`src/rtl/slve_pkg.sv`:
```
`timescale 1ns / 1ps
`default_nettype none
// ----------------------------------------------------------------------------
// slve_pkg
// Shared types, constants and segment tables for the segment LCD encoder.
// ----------------------------------------------------------------------------
package slve_pkg;

    // Command codes as they arrive on the input channel.
    typedef enum logic [2:0] {
        CMD_VOLTAGE = 3'd0,
        CMD_TEMP    = 3'd1,
        CMD_PERCENT = 3'd2,
        CMD_BAR     = 3'd3,
        CMD_ICON    = 3'd4
    } cmd_t;

    localparam int SHADOW_DEPTH = 11;

    // Segment RAM nibble addresses of each shadow byte.
    localparam logic [4:0] ADDR_VOLT_HUND = 5'd0;
    localparam logic [4:0] ADDR_VOLT_TENS = 5'd2;
    localparam logic [4:0] ADDR_VOLT_UNIT = 5'd4;
    localparam logic [4:0] ADDR_TEMP_UNIT = 5'd26;
    localparam logic [4:0] ADDR_TEMP_TENS = 5'd28;
    localparam logic [4:0] ADDR_PCT_LOW   = 5'd15;
    localparam logic [4:0] ADDR_PCT_HIGH  = 5'd17;
    localparam logic [4:0] ADDR_BAR_A     = 5'd30;
    localparam logic [4:0] ADDR_BAR_B     = 5'd19;
    localparam logic [4:0] ADDR_BAR_C     = 5'd13;
    localparam logic [4:0] ADDR_ICON      = 5'd14;

    // Extra segment bits.
    localparam logic [7:0] SEG_POINT   = 8'h10;
    localparam logic [7:0] SEG_MARK    = 8'h08;
    localparam logic [7:0] SEG_MINUS   = 8'h20;
    localparam logic [7:0] SEG_FRAME   = 8'h01;
    localparam logic [3:0] BAR_FULL    = 4'd11;

    // Classified command, as it travels from the front to the back.
    typedef struct packed {
        cmd_t       cmd;
        logic       en;
        logic       neg;
        logic [3:0] units;      // pos mod 10
        logic [6:0] tens_q;     // pos div 10
        logic       mag_big;    // negative magnitude above nine
        logic [3:0] mag_digit;
        logic [3:0] bar_lvl;    // BAR_FULL above ten
        logic [3:0] mask;
    } item_t;

    // One pending byte write.
    typedef struct packed {
        logic [4:0] addr;
        logic [7:0] data;
    } wr_t;

    // Bar bits for the three bar bytes.
    typedef struct packed {
        logic [2:0] b7;
        logic [3:0] b8;
        logic [7:0] b9;
    } bar_t;

    // Digit patterns for the left half of the glass; other codes are blank.
    function automatic logic [7:0] digit_left(input logic [3:0] d);
        logic [7:0] seg;
        case (d)
            4'd0:    seg = 8'hAF;
            4'd1:    seg = 8'hA0;
            4'd2:    seg = 8'hCB;
            4'd3:    seg = 8'hE9;
            4'd4:    seg = 8'hE4;
            4'd5:    seg = 8'h6D;
            4'd6:    seg = 8'h6F;
            4'd7:    seg = 8'hA8;
            4'd8:    seg = 8'hEF;
            4'd9:    seg = 8'hED;
            default: seg = 8'h00;
        endcase
        return seg;
    endfunction

    // Digit patterns for the right half of the glass; other codes are blank.
    function automatic logic [7:0] digit_right(input logic [3:0] d);
        logic [7:0] seg;
        case (d)
            4'd0:    seg = 8'hF5;
            4'd1:    seg = 8'h05;
            4'd2:    seg = 8'hB6;
            4'd3:    seg = 8'h97;
            4'd4:    seg = 8'h47;
            4'd5:    seg = 8'hD3;
            4'd6:    seg = 8'hF3;
            4'd7:    seg = 8'h85;
            4'd8:    seg = 8'hF7;
            4'd9:    seg = 8'hD7;
            default: seg = 8'h00;
        endcase
        return seg;
    endfunction

    // Bar segment bits by level; BAR_FULL lights all of b7 and b8 and 8'h0E in b9.
    function automatic bar_t bar_bits(input logic [3:0] lvl);
        bar_t b;
        case (lvl)
            4'd0:    b = '{b7: 3'h0, b8: 4'h0, b9: 8'h00};
            4'd1:    b = '{b7: 3'h4, b8: 4'h0, b9: 8'h00};
            4'd2:    b = '{b7: 3'h6, b8: 4'h0, b9: 8'h00};
            4'd3:    b = '{b7: 3'h7, b8: 4'h0, b9: 8'h00};
            4'd4:    b = '{b7: 3'h7, b8: 4'h1, b9: 8'h00};
            4'd5:    b = '{b7: 3'h7, b8: 4'h3, b9: 8'h00};
            4'd6:    b = '{b7: 3'h7, b8: 4'h7, b9: 8'h00};
            4'd7:    b = '{b7: 3'h7, b8: 4'hF, b9: 8'h00};
            4'd8:    b = '{b7: 3'h7, b8: 4'hF, b9: 8'h78};
            4'd9:    b = '{b7: 3'h7, b8: 4'hF, b9: 8'h3C};
            4'd10:   b = '{b7: 3'h7, b8: 4'hF, b9: 8'h1E};
            default: b = '{b7: 3'h7, b8: 4'hF, b9: 8'h0E};
        endcase
        return b;
    endfunction

endpackage : slve_pkg
`default_nettype wire

```
`src/rtl/segment_lcd_value_encoder_top.sv`:
```
`timescale 1ns / 1ps
`default_nettype none
// ----------------------------------------------------------------------------
// segment_lcd_value_encoder_top
// Display commands in, segment RAM byte writes out, with an 11-byte shadow.
// ----------------------------------------------------------------------------
//  Channel   Direction   Handshake             Payload
//  in        input       in_valid / in_stall   command, value, enable_flag
//  out       output      out_valid / out_stall lcd_address, lcd_byte, last_write
//
//  A command enters whenever the two-entry queue has room.
//  The back end takes one beat per write: three writes per voltage or bar
//  command, two for temperature or percent, one for an icon change.
//  Unused codes and empty icon masks are taken and give no beats.
//  Reset clears the shadow to zero and empties the queue and write list.
//  A stall on out holds the current beat; in stalls once two commands wait.
// ----------------------------------------------------------------------------
module segment_lcd_value_encoder_top
    import slve_pkg::*;
(
    input  wire logic               clk,
    input  wire logic               rst_n,
    input  wire logic               in_valid,
    output      logic               in_stall,
    input  wire logic [2:0]         command,
    input  wire logic signed [10:0] value,
    input  wire logic               enable_flag,
    output      logic               out_valid,
    input  wire logic               out_stall,
    output      logic [4:0]         lcd_address,
    output      logic [7:0]         lcd_byte,
    output      logic               last_write
);

    logic  push;
    logic  pop;
    logic  q_full;
    logic  q_valid;
    item_t front_item;
    item_t q_item;

    // Front end: accept and classify.
    slve_front u_front (
        .in_valid    (in_valid),
        .in_stall    (in_stall),
        .command     (command),
        .value       (value),
        .enable_flag (enable_flag),
        .q_full      (q_full),
        .push        (push),
        .item        (front_item)
    );

    // Queue between the two halves.
    slve_queue u_queue (
        .clk       (clk),
        .rst_n     (rst_n),
        .push      (push),
        .push_item (front_item),
        .pop       (pop),
        .full      (q_full),
        .q_valid   (q_valid),
        .q_item    (q_item)
    );

    // Back end: shadow update and write sequencing.
    slve_back u_back (
        .clk         (clk),
        .rst_n       (rst_n),
        .q_valid     (q_valid),
        .q_item      (q_item),
        .pop         (pop),
        .out_valid   (out_valid),
        .out_stall   (out_stall),
        .lcd_address (lcd_address),
        .lcd_byte    (lcd_byte),
        .last_write  (last_write)
    );

endmodule : segment_lcd_value_encoder_top
`default_nettype wire

```
`src/rtl/slve_front.sv`:
```
`timescale 1ns / 1ps
`default_nettype none
// ----------------------------------------------------------------------------
// slve_front
// Accepts command beats, clamps and splits the operand, drops no-op commands.
// ----------------------------------------------------------------------------
module slve_front
    import slve_pkg::*;
(
    input  wire logic               in_valid,
    output      logic               in_stall,
    input  wire logic [2:0]         command,
    input  wire logic signed [10:0] value,
    input  wire logic               enable_flag,
    input  wire logic               q_full,
    output      logic               push,
    output      item_t              item
);

    logic [10:0] raw;
    logic        neg;
    logic [9:0]  pos;
    logic [10:0] mag;
    logic [17:0] prod;
    logic [6:0]  q1;
    logic [9:0]  q1x10;
    logic [9:0]  rem;
    logic        keep;

    // Clamp at zero and form the magnitude of a negative value.
    assign raw = value;
    assign neg = raw[10];
    assign pos = neg ? 10'd0 : raw[9:0];
    assign mag = ~raw + 11'd1;

    // Divide by ten through the reciprocal 205/2048, exact below 1029.
    assign prod  = 18'(pos) * 18'd205;
    assign q1    = prod[17:11];
    assign q1x10 = {q1, 3'b000} + {2'b00, q1, 1'b0};
    assign rem   = pos - q1x10;

    // Classified beat.
    always_comb
    begin
        item.cmd       = cmd_t'(command);
        item.en        = enable_flag;
        item.neg       = neg;
        item.units     = rem[3:0];
        item.tens_q    = q1;
        item.mag_big   = (mag > 11'd9);
        item.mag_digit = mag[3:0];
        item.bar_lvl   = (pos > 10'd10) ? BAR_FULL : pos[3:0];
        item.mask      = raw[3:0];
    end

    // Unused codes and an empty icon mask change nothing and are dropped.
    always_comb
    begin
        case (command)
            CMD_VOLTAGE, CMD_TEMP, CMD_PERCENT, CMD_BAR: keep = 1'b1;
            CMD_ICON: keep = (raw[3:0] != 4'd0);
            default:  keep = 1'b0;
        endcase
    end

    assign in_stall = q_full;
    assign push     = in_valid && !q_full && keep;

endmodule : slve_front
`default_nettype wire

```
`src/rtl/slve_queue.sv`:
```
`timescale 1ns / 1ps
`default_nettype none
// ----------------------------------------------------------------------------
// slve_queue
// Two-entry queue of classified commands between the front and the back.
// ----------------------------------------------------------------------------
module slve_queue
    import slve_pkg::*;
(
    input  wire logic  clk,
    input  wire logic  rst_n,
    input  wire logic  push,
    input  wire item_t push_item,
    input  wire logic  pop,
    output      logic  full,
    output      logic  q_valid,
    output      item_t q_item
);

    item_t       entry_reg [2];
    logic        wr_ptr_reg;
    logic        wr_ptr_next;
    logic        rd_ptr_reg;
    logic        rd_ptr_next;
    logic [1:0]  count_reg;
    logic [1:0]  count_next;

    assign full    = (count_reg == 2'd2);
    assign q_valid = (count_reg != 2'd0);
    assign q_item  = entry_reg[rd_ptr_reg];

    // Pointer and fill count update.
    always_comb
    begin
        wr_ptr_next = push ? ~wr_ptr_reg : wr_ptr_reg;
        rd_ptr_next = pop ? ~rd_ptr_reg : rd_ptr_reg;
        count_next  = count_reg + {1'b0, push} - {1'b0, pop};
    end

    always_ff @(posedge clk or negedge rst_n)
    begin
        if (!rst_n)
        begin
            wr_ptr_reg <= 1'b0;
            rd_ptr_reg <= 1'b0;
            count_reg  <= 2'd0;
        end
        else
        begin
            wr_ptr_reg <= wr_ptr_next;
            rd_ptr_reg <= rd_ptr_next;
            count_reg  <= count_next;
        end
    end

    // Entry storage.
    always_ff @(posedge clk)
    begin
        if (push)
        begin
            entry_reg[wr_ptr_reg] <= push_item;
        end
    end

`ifndef SYNTHESIS
    a_no_overflow: assert property (@(posedge clk) disable iff (!rst_n)
        push |-> !full)
        else $error("queue written while full");
    a_no_underflow: assert property (@(posedge clk) disable iff (!rst_n)
        pop |-> q_valid)
        else $error("queue read while empty");
    a_count_range: assert property (@(posedge clk) disable iff (!rst_n)
        count_reg != 2'd3)
        else $error("queue count out of range");
`endif

endmodule : slve_queue
`default_nettype wire

```
`src/rtl/slve_back.sv`:
```
`timescale 1ns / 1ps
`default_nettype none
// ----------------------------------------------------------------------------
// slve_back
// Updates the segment shadow for one command and plays out its byte writes.
// ----------------------------------------------------------------------------
module slve_back
    import slve_pkg::*;
(
    input  wire logic       clk,
    input  wire logic       rst_n,
    input  wire logic       q_valid,
    input  wire item_t      q_item,
    output      logic       pop,
    output      logic       out_valid,
    input  wire logic       out_stall,
    output      logic [4:0] lcd_address,
    output      logic [7:0] lcd_byte,
    output      logic       last_write
);

    logic [7:0] shadow_reg  [SHADOW_DEPTH];
    logic [7:0] shadow_next [SHADOW_DEPTH];
    wr_t        slot_reg    [3];
    wr_t        slot_next   [3];
    wr_t        load        [3];
    logic [1:0] cnt_reg;
    logic [1:0] cnt_next;
    logic [1:0] load_cnt;
    logic       out_fire;

    logic [14:0] prod;
    logic [3:0]  q2;
    logic [6:0]  q2x10;
    logic [6:0]  rem;
    logic [3:0]  tens;
    logic [3:0]  hund;
    logic        big;
    bar_t        bar;

    // Second decimal split: tens and hundreds from pos div 10.
    assign prod  = 15'(q_item.tens_q) * 15'd205;
    assign q2    = prod[14:11];
    assign q2x10 = {q2, 3'b000} + {2'b00, q2, 1'b0};
    assign rem   = q_item.tens_q - q2x10;
    assign tens  = rem[3:0];
    assign hund  = (q2 >= 4'd10) ? (q2 - 4'd10) : q2;
    assign big   = (q_item.tens_q >= 7'd10);
    assign bar   = bar_bits(q_item.bar_lvl);

    // Handshake: take a new command once the last pending write leaves.
    assign out_valid   = (cnt_reg != 2'd0);
    assign out_fire    = out_valid && !out_stall;
    assign pop         = q_valid && ((cnt_reg == 2'd0) || ((cnt_reg == 2'd1) && !out_stall));
    assign lcd_address = slot_reg[0].addr;
    assign lcd_byte    = slot_reg[0].data;
    assign last_write  = (cnt_reg == 2'd1);

    // Shadow update and write list of the command at the head of the queue.
    always_comb
    begin
        for (int i = 0; i < SHADOW_DEPTH; i++)
        begin
            shadow_next[i] = shadow_reg[i];
        end
        for (int i = 0; i < 3; i++)
        begin
            load[i] = '0;
        end
        load_cnt = 2'd0;
        case (q_item.cmd)
            CMD_VOLTAGE:
            begin
                shadow_next[0] = digit_left(hund) | SEG_POINT;
                shadow_next[1] = digit_left(tens) | SEG_POINT;
                shadow_next[2] = digit_left(q_item.units) | SEG_POINT;
                load[0]  = '{addr: ADDR_VOLT_HUND, data: shadow_next[0]};
                load[1]  = '{addr: ADDR_VOLT_TENS, data: shadow_next[1]};
                load[2]  = '{addr: ADDR_VOLT_UNIT, data: shadow_next[2]};
                load_cnt = 2'd3;
            end
            CMD_TEMP:
            begin
                if (!q_item.neg)
                begin
                    shadow_next[3] = digit_right(q_item.units) | SEG_MARK;
                    shadow_next[4] = digit_right(tens) | (big ? SEG_MARK : 8'h00);
                end
                else
                begin
                    shadow_next[3] = shadow_reg[3] | SEG_MINUS;
                    shadow_next[4] = (q_item.mag_big ? 8'h00 : digit_right(q_item.mag_digit))
                                     | SEG_MARK;
                end
                shadow_next[7] = shadow_reg[7] | SEG_MARK;
                load[0]  = '{addr: ADDR_TEMP_UNIT, data: shadow_next[3]};
                load[1]  = '{addr: ADDR_TEMP_TENS, data: shadow_next[4]};
                load_cnt = 2'd2;
            end
            CMD_PERCENT:
            begin
                if (q_item.en)
                begin
                    shadow_next[5] = digit_right(q_item.units) | SEG_MARK;
                    shadow_next[6] = digit_right(tens) | (big ? SEG_MARK : 8'h00);
                end
                else
                begin
                    shadow_next[5] = 8'h00;
                    shadow_next[6] = digit_right(q_item.units);
                end
                load[0]  = '{addr: ADDR_PCT_LOW, data: shadow_next[5]};
                load[1]  = '{addr: ADDR_PCT_HIGH, data: shadow_next[6]};
                load_cnt = 2'd2;
            end
            CMD_BAR:
            begin
                shadow_next[7] = {shadow_reg[7][7:3], bar.b7};
                shadow_next[8] = {shadow_reg[8][7:4], bar.b8};
                shadow_next[9] = {shadow_reg[9][7], bar.b9[6:1], q_item.en};
                load[0]  = '{addr: ADDR_BAR_A, data: shadow_next[7]};
                load[1]  = '{addr: ADDR_BAR_B, data: shadow_next[8]};
                load[2]  = '{addr: ADDR_BAR_C, data: shadow_next[9]};
                load_cnt = 2'd3;
            end
            CMD_ICON:
            begin
                if (q_item.en)
                begin
                    shadow_next[10] = shadow_reg[10] | {4'h0, q_item.mask};
                end
                else
                begin
                    shadow_next[10] = shadow_reg[10] & ~{4'h0, q_item.mask};
                end
                load[0]  = '{addr: ADDR_ICON, data: shadow_next[10]};
                load_cnt = 2'd1;
            end
            default:
            begin
                load_cnt = 2'd0;
            end
        endcase
    end

    // Write list: shift out on each accepted beat, reload on a new command.
    always_comb
    begin
        slot_next[0] = slot_reg[0];
        slot_next[1] = slot_reg[1];
        slot_next[2] = slot_reg[2];
        cnt_next     = cnt_reg;
        if (out_fire)
        begin
            slot_next[0] = slot_reg[1];
            slot_next[1] = slot_reg[2];
            cnt_next     = cnt_reg - 2'd1;
        end
        if (pop)
        begin
            slot_next[0] = load[0];
            slot_next[1] = load[1];
            slot_next[2] = load[2];
            cnt_next     = load_cnt;
        end
    end

    // Shadow and write counter.
    always_ff @(posedge clk or negedge rst_n)
    begin
        if (!rst_n)
        begin
            for (int i = 0; i < SHADOW_DEPTH; i++)
            begin
                shadow_reg[i] <= 8'h00;
            end
            cnt_reg <= 2'd0;
        end
        else
        begin
            if (pop)
            begin
                for (int i = 0; i < SHADOW_DEPTH; i++)
                begin
                    shadow_reg[i] <= shadow_next[i];
                end
            end
            cnt_reg <= cnt_next;
        end
    end

    // Pending write payloads.
    always_ff @(posedge clk)
    begin
        slot_reg[0] <= slot_next[0];
        slot_reg[1] <= slot_next[1];
        slot_reg[2] <= slot_next[2];
    end

`ifndef SYNTHESIS
    a_drain: assert property (@(posedge clk) disable iff (!rst_n)
        (out_fire && (cnt_reg == 2'd1) && !q_valid) |=> !out_valid)
        else $error("write list did not drain after last beat");
    a_mark_sticky: assert property (@(posedge clk) disable iff (!rst_n)
        shadow_reg[7][3] |=> shadow_reg[7][3])
        else $error("temperature mark bit cleared");
    a_pop_empty: assert property (@(posedge clk) disable iff (!rst_n)
        (pop && (cnt_reg != 2'd0)) |-> (out_fire && last_write))
        else $error("command taken over pending writes");
`endif

endmodule : slve_back
`default_nettype wire

```
`config.mk`:
```
export PLATFORM = sky130hd
export DESIGN_NAME = segment_lcd_value_encoder_top
export DESIGN_NICKNAME = d
export VERILOG_FILES = /design/src/rtl/slve_pkg.sv /design/src/rtl/segment_lcd_value_encoder_top.sv /design/src/rtl/slve_front.sv /design/src/rtl/slve_queue.sv /design/src/rtl/slve_back.sv
export SDC_FILE = /design/constraint.sdc
export NUM_CORES = 1
export LEC_CHECK = 0
export ABC_CLOCK_PERIOD_IN_PS = 12600
export BUFFER_PORTS_ARGS = -buffer_cell sky130_fd_sc_hd__buf_2
export CAP_MARGIN = 10
export CELL_PAD_IN_SITES_DETAIL_PLACEMENT = 0
export CELL_PAD_IN_SITES_GLOBAL_PLACEMENT = 1
export CORE_UTILIZATION = 30
export CTS_BUF_LIST = sky130_fd_sc_hd__clkbuf_4 sky130_fd_sc_hd__clkbuf_8
export CTS_CLUSTER_DIAMETER = 150
export DETAILED_ROUTE_END_ITERATION = 8
export PLACE_DENSITY = 0.6
export SLEW_MARGIN = 25
export SYNTH_ARGS = -nofsm -noshare
export SYNTH_HDL_FRONTEND = slang
export SYNTH_HIERARCHICAL = 1
export SYNTH_SLANG_ARGS = --single-unit
```
`constraint.sdc`:
```
create_clock -name clk -period 12.6 [get_ports clk]
set_input_delay 1.89 -clock clk [delete_from_list [all_inputs] [get_ports clk]]
set_output_delay 1.89 -clock clk [all_outputs]
set_load 0.02 [all_outputs]
```
==> impl_metrics.csv, run 1 <==
group,metric,value,unit
status,status,"completed",
final_layout,largest_register_ffs,58,
final_layout,drive_gt1_frac,0.141,
global_route,gr-usage-all-layers,0.135,
cts,clkTransAtPathRegs,120,ps
setup_path,cp_max_fo,22,
cts,cts_sinks,112,
setup_path,critical_path_required,12750,ps
final_layout,antennaDiodeCount,0,
setup_path,crit_end,"u_queue/entry_reg[1][23]",
sta,final.setup.tns,0,ps
route,drc,0,
place,port_buffers,34,
cts,clk_path_buf_depth,2,
cts,cts_resized,0,
yosys,synth_top_flop_cell,"edfxtp_1",
global_route,antenna_found_initial,0,
setup_path,rr_startpoint,"u_queue/rd_ptr_reg",
yosys,synth_most_common_cell,"ha_1",
final_layout,finalInstanceArea,0.00989,mm2
cts,cts_tree,"built",
yosys,async_flop_share,0.161,
final_layout,layout.area.seq,0.00327,mm2
sta,max_freq,0.152,GHz
floorplanning,die_x,178,um
yosys,synth_commonest_cells,"ha_1, inv_1, edfxtp_1",
route,drtAntennaViolNets,0,
global_route,grt_max_degree,41,
yosys,synthTopCellsByArea,"edfxtp_1, ha_1, fa_1, dfrtp_1, mux2_4",
cts,insertion_delay,400,ps
cts,postCtsSetupBuffers,0,
setup_path,arrival,6730,ps
route,wl_per_cell,16.1,um
floorplanning,initial_core_util,0.304,
sta,slew_viol_final,0,
global_route,grt_pass1_wl,33.1,mm
setup_path,path_cells,"buf_2, nand2b_1, inv_1, ha_1, ha_1, fa_1, fa_1, ha_1, a2111oi_0, o31a_1, o21ai_0, a21oi_1, xnor2_1, ha_1, a221o_1, a221oi_1, xnor3_1",
cts,cts-root-buf,"clkbuf_8",
sta,finalCritPeriodShare,0.522,
final_layout,multi_input_area,0.00528,mm2
setup_path,path_buf_inv,2,
setup_path,slowest_stage,"fa_1",
place,postPlaceCellArea,0.00968,mm2
cts,htreeDepth,3,
sta,period_needed,6580,ps
route,firstDrtPassIters,5,
setup_path,startpoint,"value[10]",
floorplanning,core-area,0.0305,mm2
final_layout,layout.nets,1057,
yosys,yosys.area.top_type,"edfxtp_1",
sta,maxSlewHeadroom,0.359,
setup_path,r2r_cells,24,
floorplanning,ios,35,
sta,fin_skew,12.0,ps
yosys,synth-seq-cells,112,
yosys,synth-edff-count,94,
yosys,synth_top_area_share,0.304,
yosys,syn_inst,893,
setup_path,r2r_slack,6020,ps
place,place.gp.congestion,0.821,
final_layout,area_delta_synth_final,6.55,%
sta,rsz0062_at_grt,"false",
floorplanning,die_height,178,um
cts,cts-buffers-inserted,9,
place,dpl.hpwl,16.0,mm
setup_path,cpPeakStageDelay,520,ps
sta,worstMarginPinSlew,961,ps
setup_path,critical_path_class,"input pin to flop",
sta,setup_viol,0,
global_route,gr-total-overflow,0,
job,drv_cap,0,
final_layout,fill_cells,3117,
min_path,min-delay-path-class,"flop to flop",
setup_path,r2r_end,"u_back/slot_reg[0][15]",
setup_path,setup.worst_path.end_class,"flop",
setup_path,critPathTopFamily,"adder cells",
route,num_vias,6283,
setup_path,crit_top_cell,"ha_1",
yosys,syn_nets,1060,
floorplanning,dieArea,0.0316,mm2
yosys,synth_cell_types,78,
route,wl,20.8,mm
cts,hold_buffers,0,
setup_path,cp.depth,17,
global_route,grt_pass1_vias,5976,
sta,hold_viol,0,
route,drt_iter0_drc,397,
setup_path,start_kind,"input pin",
yosys,syn_area,0.00928,mm2
yosys,ys_seq_area_frac,0.353,
floorplanning,rows,64,
yosys,yosysWarnings,6,
yosys,syn_area_per_cell,10.4,um2
route,avgViaCountPerCell,4.87,
-- worst register-to-register path: cells and delay by family, from the launching register on --
family,cells,cell delay (ps)
buffers and inverters,6,740
adders and majority gates,6,2220
xor gates and xnor gates,2,570
muxes,2,700
DFF,1,360
AOI/OAI and AO/OA,6,1440
and+or+nand+nor,2,410
-- area by class of cell --
cell class	count	share of cell area
Multi-Input combinational cell	619	0.534
Sequential cell	112	0.331
Tap cell	396	0.0501
Inverter	108	0.0418
Timing Repair Buffer	40	0.0218
Clock buffer	9	0.0125
Clock inverter	7	0.00873
-- worst min-delay path by stage --
| stage | cells past startpoint | from | to |
|---|---|---|---|
| after floorplan | 1 | u_back/shadow_reg[59] | u_back/shadow_reg[59] |
| after global placement | 1 | u_back/shadow_reg[59] | u_back/shadow_reg[59] |
| after detailed placement | 1 | u_back/shadow_reg[59] | u_back/shadow_reg[59] |
| after CTS | 1 | u_back/shadow_reg[59] | u_back/shadow_reg[59] |
| after global routing | 1 | u_back/shadow_reg[59] | u_back/shadow_reg[59] |
| final | 1 | u_back/shadow_reg[59] | u_back/shadow_reg[59] |
-- through the flow --
stage	std cells	worst slack, ps	util	hold WS, ps
2_1_floorplan	893	5740	-	429
3_3_place_gp	1275	5660	0.317	450
3_5_place_dp	1275	5590	0.317	451
4_1_cts	1291	5990	0.324	485
5_1_grt	1291	5580	0.324	508
6_report	1291	6020	0.324	489
-- cells by family after synthesis --
logic type / count (synthesis) / synth area share
multiplexers: 42 / 0.0618
XOR/XNOR: 32 / 0.0405
flip-flops: 112 / 0.353
AND/OR/NAND/NOR: 197 / 0.101
AO/OA/AOI/OAI: 200 / 0.146
buffers and inverters: 162 / 0.0794
adder cells (fa/ha/maj): 148 / 0.219
-- cell usage in the layout, fill, tap and decap left out, types with 4 or more instances in the layout --
cell type / netlist / routed
inv_1: 106 / 106
nor2_1: 57 / 57
a31oi_1: 14 / 14
mux2_4: 29 / 29
a22oi_1: 6 / 6
xor2_1: 9 / 9
nand3_1: 14 / 14
clkbuf_8: 0 / 9
or2_2: 7 / 7
or3_1: 5 / 5
a21oi_1: 46 / 46
a221o_1: 5 / 5
o21ai_1: 4 / 4
nand2_1: 60 / 60
dfrtp_1: 18 / 17
and3_1: 4 / 4
mux2_2: 6 / 6
o221ai_1: 5 / 5
a21o_1: 9 / 9
a211oi_1: 5 / 5
o21ai_0: 49 / 47
ha_1: 124 / 124
o22ai_1: 9 / 9
xnor2_1: 16 / 16
nor3_1: 10 / 10
mux2i_1: 7 / 7
edfxtp_1: 94 / 94
nor2b_1: 9 / 8
o21bai_1: 4 / 4
buf_4: 24 / 6
buf_2: 1 / 34
o211ai_1: 5 / 5
fa_1: 24 / 24
nand2b_1: 14 / 14
-- layer usage --
metal / routed length, um / vias up / global-route usage
met4: 212 / 0 / 0.0321
met3: 610 / 13 / 0.0199
met2: 9360 / 85 / 0.211
li1: - / 3141 / -
met1: 10600 / 3044 / 0.195
met5: 0 / - / 0
Power of run 1 is not shown: default switching activity piles up to over one toggle a cycle in this logic, so the estimate is an artifact.
==> run 2, diff against run 1 <==
ABC_CLOCK_PERIOD_IN_PS = 5400   (was 12600)
PLACE_DENSITY = 0.62   (was 0.6)
clock period = 5.4 ns   (was 12.6 ns; I/O delays follow)
==> run 2 against run 1 <==
  * Non-clock buffer count increased by 57
  * Critical endpoint is now u_back/slot_reg[0][20]
  * Sequential share of layout area decreased by 2.4 points
  * Utilization increased by 2.5 points
  * Global-route usage about the same
  * Sequential cell count unchanged
  * Die area unchanged
  * Hold slack got worse by 120 ps
  * Routed wire length increased by 0.43%
  * Clock skew increased by 2.2 ps
  * Critical path type is now flop to flop
  * Register-to-register slack got worse by 5900 ps
  * Via count increased by 2.4%
==> impl_metrics.csv, run 2 (synthesized netlist as in run 1, its figures left out) <==
group,metric,value,unit
setup_path,setup.worst_path.end_class,"flop",
sta,final.setup.tns,0,ps
sta,rsz0062_at_grt,"true",
final_layout,area_delta_synth_final,14.9,%
final_layout,drive_gt1_frac,0.241,
route,drtAntennaViolNets,0,
global_route,gr-max-usage-layer,"met2",
global_route,grt_pass1_vias,6338,
final_layout,layout_commonest_cell,"ha_1",
floorplanning,die_x,178,um
setup_path,arrival,5380,ps
sta,final.setup.worst_slack,161,ps
sta,hold_viol,0,
setup_path,r2r_slack,160,ps
sta,maxSlewHeadroom,0.289,
sta,period_needed,5240,ps
setup_path,slowest_stage,"dfrtp_2",
setup_path,crit_top_cell,"ha_4",
final_layout,finalInstanceArea,0.0107,mm2
sta,setup_viol,0,
setup_path,start_kind,"flop",
min_path,min-delay-path-class,"input pin to asynchronous set/reset pin",
cts,htreeDepth,3,
cts,clk_path_buf_depth,2,
cts,insertion_delay,400,ps
global_route,met2_usage,0.219,
setup_path,cp_max_fo,6,
place,dp_cells,1328,
cts,cts_tree,"built",
global_route,gr-usage-all-layers,0.135,
setup_path,critical_path_required,5540,ps
place,pre_cts_ws,-142,ps
setup_path,critPathTopFamily,"adder cells",
job,drv_cap,0,
route,drt_iter0_drc,344,
global_route,grt_pass1_wl,33.3,mm
route,num_vias,6431,
route,wl,20.9,mm
final_layout,final_cells,1349,
floorplanning,dieArea,0.0316,mm2
route,drc,0,
setup_path,cpPeakStageDelay,490,ps
sta,worstMarginPinSlew,1070,ps
floorplanning,core-area,0.0305,mm2
global_route,use_met3,0.0255,
global_route,antenna_found_initial,0,
floorplanning,ios,35,
cts,cts_sinks,112,
floorplanning,die_height,178,um
cts,cts-buffers-inserted,9,
floorplanning,rows,64,
route,avgViaCountPerCell,4.77,
place,place.gp.congestion,0.843,
global_route,use_met1,0.187,
final_layout,fill_cells,3051,
setup_path,path_buf_inv,5,
final_layout,largest_register_ffs,58,
final_layout,antennaDiodeCount,0,
place,dpl.hpwl,16.2,mm
floorplanning,initial_core_util,0.304,
sta,slew_viol_final,0,
sta,fin_skew,14.1,ps
final_layout,final_cell_mix,"ha_1, inv_1, edfxtp_1",
sta,finalCritPeriodShare,0.970,
setup_path,path_cells,"buf_4, mux2_4, inv_2, ha_4, inv_1, fa_1, inv_2, fa_1, ha_1, ha_4, a21o_1, a21o_1, a2111o_1, nand3_2, ha_4, a22oi_2, o311ai_4, xnor2_4, buf_6, xnor2_4, a41o_1, a21oi_4, o221ai_2",
cts,hold_buffers,0,
setup_path,critical_path_class,"flop to flop",
cts,cts-root-buf,"clkbuf_8",
sta,max_freq,0.191,GHz
final_layout,layout.nets,1115,
global_route,gr-total-overflow,0,
place,postPlaceCellArea,0.0102,mm2
route,firstDrtPassIters,5,
global_route,grt_max_degree,40,
status,status,"completed",
route,wl_per_cell,15.5,um
cts,clkTransAtPathRegs,120,ps
place,port_buffers,34,
-- run 2: changes by cell type in the layout (fill, tap and decap cells not counted), sizes merged --
cell / delta
inv: +2
xnor2: +1
clkinv: -2
buf: +57
-- run 2: metal layers --
layer / part of all wire / routed length, um
met1: 0.49 / 10200
met2: 0.46 / 9650
met3: 0.038 / 792
met4: 0.0090 / 188
met5: 0 / 0
-- run 2: through the flow --
| step | util | hold slack [ps] |
|---|---|---|
| after global routing | 0.349 | 373 |
| after floorplan | - | 429 |
| after global placement | 0.335 | 450 |
| after CTS | 0.345 | 372 |
| after detailed placement | 0.335 | 452 |
| final | 0.349 | 364 |
-- run 2: timing repair --
action,4_1_cts,5_1_grt
pin swaps,9,21
buffers inserted,2,2
gates cloned,1,0
endpoints found under the setup margin,4,14
gates resized for setup,5,28
-- run 2: path summary, 6_finish.rpt --
| path | from | end | depth (start not counted) |
|---|---|---|---|
| max in group asynchronous | rst_n | u_queue/rd_ptr_reg | 1 |
| max reg2reg | u_queue/rd_ptr_reg | u_back/slot_reg[0][20] | 23 |
| min reg2reg | u_back/shadow_reg[59] | u_back/shadow_reg[59] | 1 |
| min in group clk | u_back/shadow_reg[59] | u_back/shadow_reg[59] | 1 |
| max | u_queue/rd_ptr_reg | u_back/slot_reg[0][20] | 23 |
| min | rst_n | u_back/cnt_reg[1] | 1 |
-- run 2: final cells by class --
class | instances | area (um2) | area share
Clock inverter | 7 | 98.8 | 0.00927
Clock buffer | 9 | 124 | 0.0116
Tap cell | 396 | 495 | 0.0465
Multi-Input combinational cell | 620 | 5590 | 0.524
Timing Repair Buffer | 97 | 659 | 0.0619
Sequential cell | 112 | 3270 | 0.307
Inverter | 108 | 418 | 0.0392
Power of run 2 is left out for the same reason.
==> run 3, diff against run 2 <==
ABC_CLOCK_PERIOD_IN_PS = 6100   (was 5400)
PLACE_DENSITY = 0.6   (was 0.62)
clock period = 6.1 ns   (was 5.4 ns; I/O delays follow)
==> run 3 against run 2 <==
  * The flow now finishes with violations (DRC)
  * Worst setup slack better by 120 ps
  * Sequential share of layout area up 1.9 points
  * Design area down 5.9%
  * Routed wire length down 1.4%
  * Clock skew up 4.5 ps
  * Non-clock buffer count down 41
  * Largest cell class unchanged
==> impl_metrics.csv, run 3 (synthesized netlist as in run 1, its figures left out) <==
group,metric,value,unit
route,drtAntennaViolNets,0,
setup_path,crit_end,"u_back/slot_reg[0][20]",
cts,cts-root-buf,"clkbuf_8",
route,drt_iter0_drc,374,
floorplanning,rows,64,
floorplanning,core-area,0.0305,mm2
sta,setup_viol,0,
sta,slew_viol_final,0,
route,wl,20.6,mm
global_route,gr-total-overflow,0,
status,violations,"DRC",
route,drc,1,
place,dpl.hpwl,16.0,mm
setup_path,r2r_cells,21,
setup_path,cp_max_fo,6,
place,port_buffers,34,
floorplanning,die_x,178,um
setup_path,critical_path_class,"flop to flop",
setup_path,start_kind,"flop",
route,avgViaCountPerCell,4.82,
global_route,grt_pass1_vias,6117,
cts,hold_buffers,0,
final_layout,area_delta_synth_final,8.13,%
setup_path,rr_startpoint,"u_queue/rd_ptr_reg",
global_route,grt_max_degree,41,
route,wl_per_cell,15.7,um
final_layout,drive_gt1_frac,0.158,
cts,clk_path_buf_depth,2,
cts,insertion_delay,400,ps
cts,htreeDepth,3,
setup_path,r2r_end,"u_back/slot_reg[0][20]",
sta,rsz0062_at_grt,"false",
floorplanning,dieArea,0.0316,mm2
setup_path,r2r_slack,280,ps
final_layout,layout_commonest_cell,"ha_1",
sta,worstMarginPinSlew,947,ps
floorplanning,die_height,178,um
setup_path,startpoint,"u_queue/rd_ptr_reg",
final_layout,final_cells,1307,
sta,fin_skew,18.6,ps
floorplanning,initial_core_util,0.304,
place,dp_cells,1287,
final_layout,layout.nets,1073,
final_layout,fill_cells,3118,
sta,period_needed,5820,ps
sta,maxSlewHeadroom,0.369,
cts,cts_sinks,112,
final_layout,antennaDiodeCount,0,
sta,finalCritPeriodShare,0.954,
cts,clkTransAtPathRegs,130,ps
sta,hold_viol,0,
global_route,antenna_found_initial,0,
global_route,grt_pass1_wl,33.1,mm
job,drv_cap,0,
place,place.gp.congestion,0.848,
setup_path,critical_path_required,6230,ps
min_path,min-delay-path-class,"input pin to asynchronous set/reset pin",
status,status,"finished, violations left",
cts,cts_tree,"built",
sta,max_freq,0.172,GHz
final_layout,largest_register_ffs,58,
route,num_vias,6301,
setup_path,setup.worst_path.end_class,"flop",
floorplanning,ios,35,
cts,cts-buffers-inserted,9,
final_layout,final_cell_mix,"ha_1, inv_1, edfxtp_1",
route,firstDrtPassIters,7,
setup_path,arrival,5950,ps
global_route,gr-usage-all-layers,0.135,
-- run 3: changes by cell type in the layout (fill, tap and decap cells not counted), sizes merged --
cell | before | now
buf | 97 | 56
xnor2 | 21 | 20
-- run 3: what timing repair did --
action | 4_1_cts | 5_1_grt
gates resized for setup | 0 | 4
buffers inserted | 0 | 4
endpoints found under the setup margin | 0 | 7
-- run 3: metrics by stage --
stage | hold WS, ps | setup slack (ps) | util | TNS (ps) | area, um2
global route | 473 | 15.4 | 0.329 | 0 | 10000
floorplan | 429 | 218 | - | 0 | 9280
finish | 470 | 280 | 0.329 | 0 | 10000
CTS | 474 | 253 | 0.327 | 0 | 9980
detailed placement | 449 | -43.5 | 0.320 | -87.0 | 9770
global placement | 453 | -8.94 | 0.320 | -17.9 | 9770
-- run 3: how the worst min path moves through the flow --
stage / endpoint / slack, ps / startpoint / cells past startpoint
after floorplan: u_back/shadow_reg[59] / 430 / u_back/shadow_reg[59] / 1
after global placement: u_back/shadow_reg[59] / 450 / u_back/shadow_reg[59] / 1
after detailed placement: u_back/shadow_reg[59] / 450 / u_back/shadow_reg[59] / 1
after CTS: u_back/shadow_reg[59] / 470 / rst_n / 1
after global routing: u_back/cnt_reg[1] / 470 / rst_n / 1
final: u_back/cnt_reg[1] / 470 / rst_n / 1
-- run 3: layout make-up --
cell class | count | area [um2] | area share
flip-flops and latches | 112 | 3270 | 0.326
clock buffers | 9 | 124 | 0.0123
repair buffers | 56 | 333 | 0.0332
clock inverters | 7 | 93.8 | 0.00935
inverters | 108 | 413 | 0.0412
well taps | 396 | 495 | 0.0494
multi-input cells | 619 | 5300 | 0.528
-- run 3: layer usage --
layer	wire [um]	track usage	vias up	share of wire
li1	-	-	3170	-
met3	503	0.0174	9	0.024
met1	10400	0.191	3018	0.51
met4	157	0.0306	0	0.0076
met2	9490	0.216	104	0.46
met5	0	0	-	0
-- run 3: worst max-delay path, cell delays in order, from the launching register on --
cell and delay (ps):
dfrtp_2 480, buf_4 150, mux2_4 320, inv_1 140
ha_1 250, inv_1 100, ha_1 260, fa_1 480
ha_1 310, ha_1 310, a21o_1 200, a21o_1 280
a2111o_1 410, nand3_1 110, ha_1 290, a22oi_2 220
o311ai_4 150, xnor2_4 290, mux2_2 390, o211a_4 170
a21oi_2 150, o221ai_2 90
Power of run 3 is left out for the same reason.
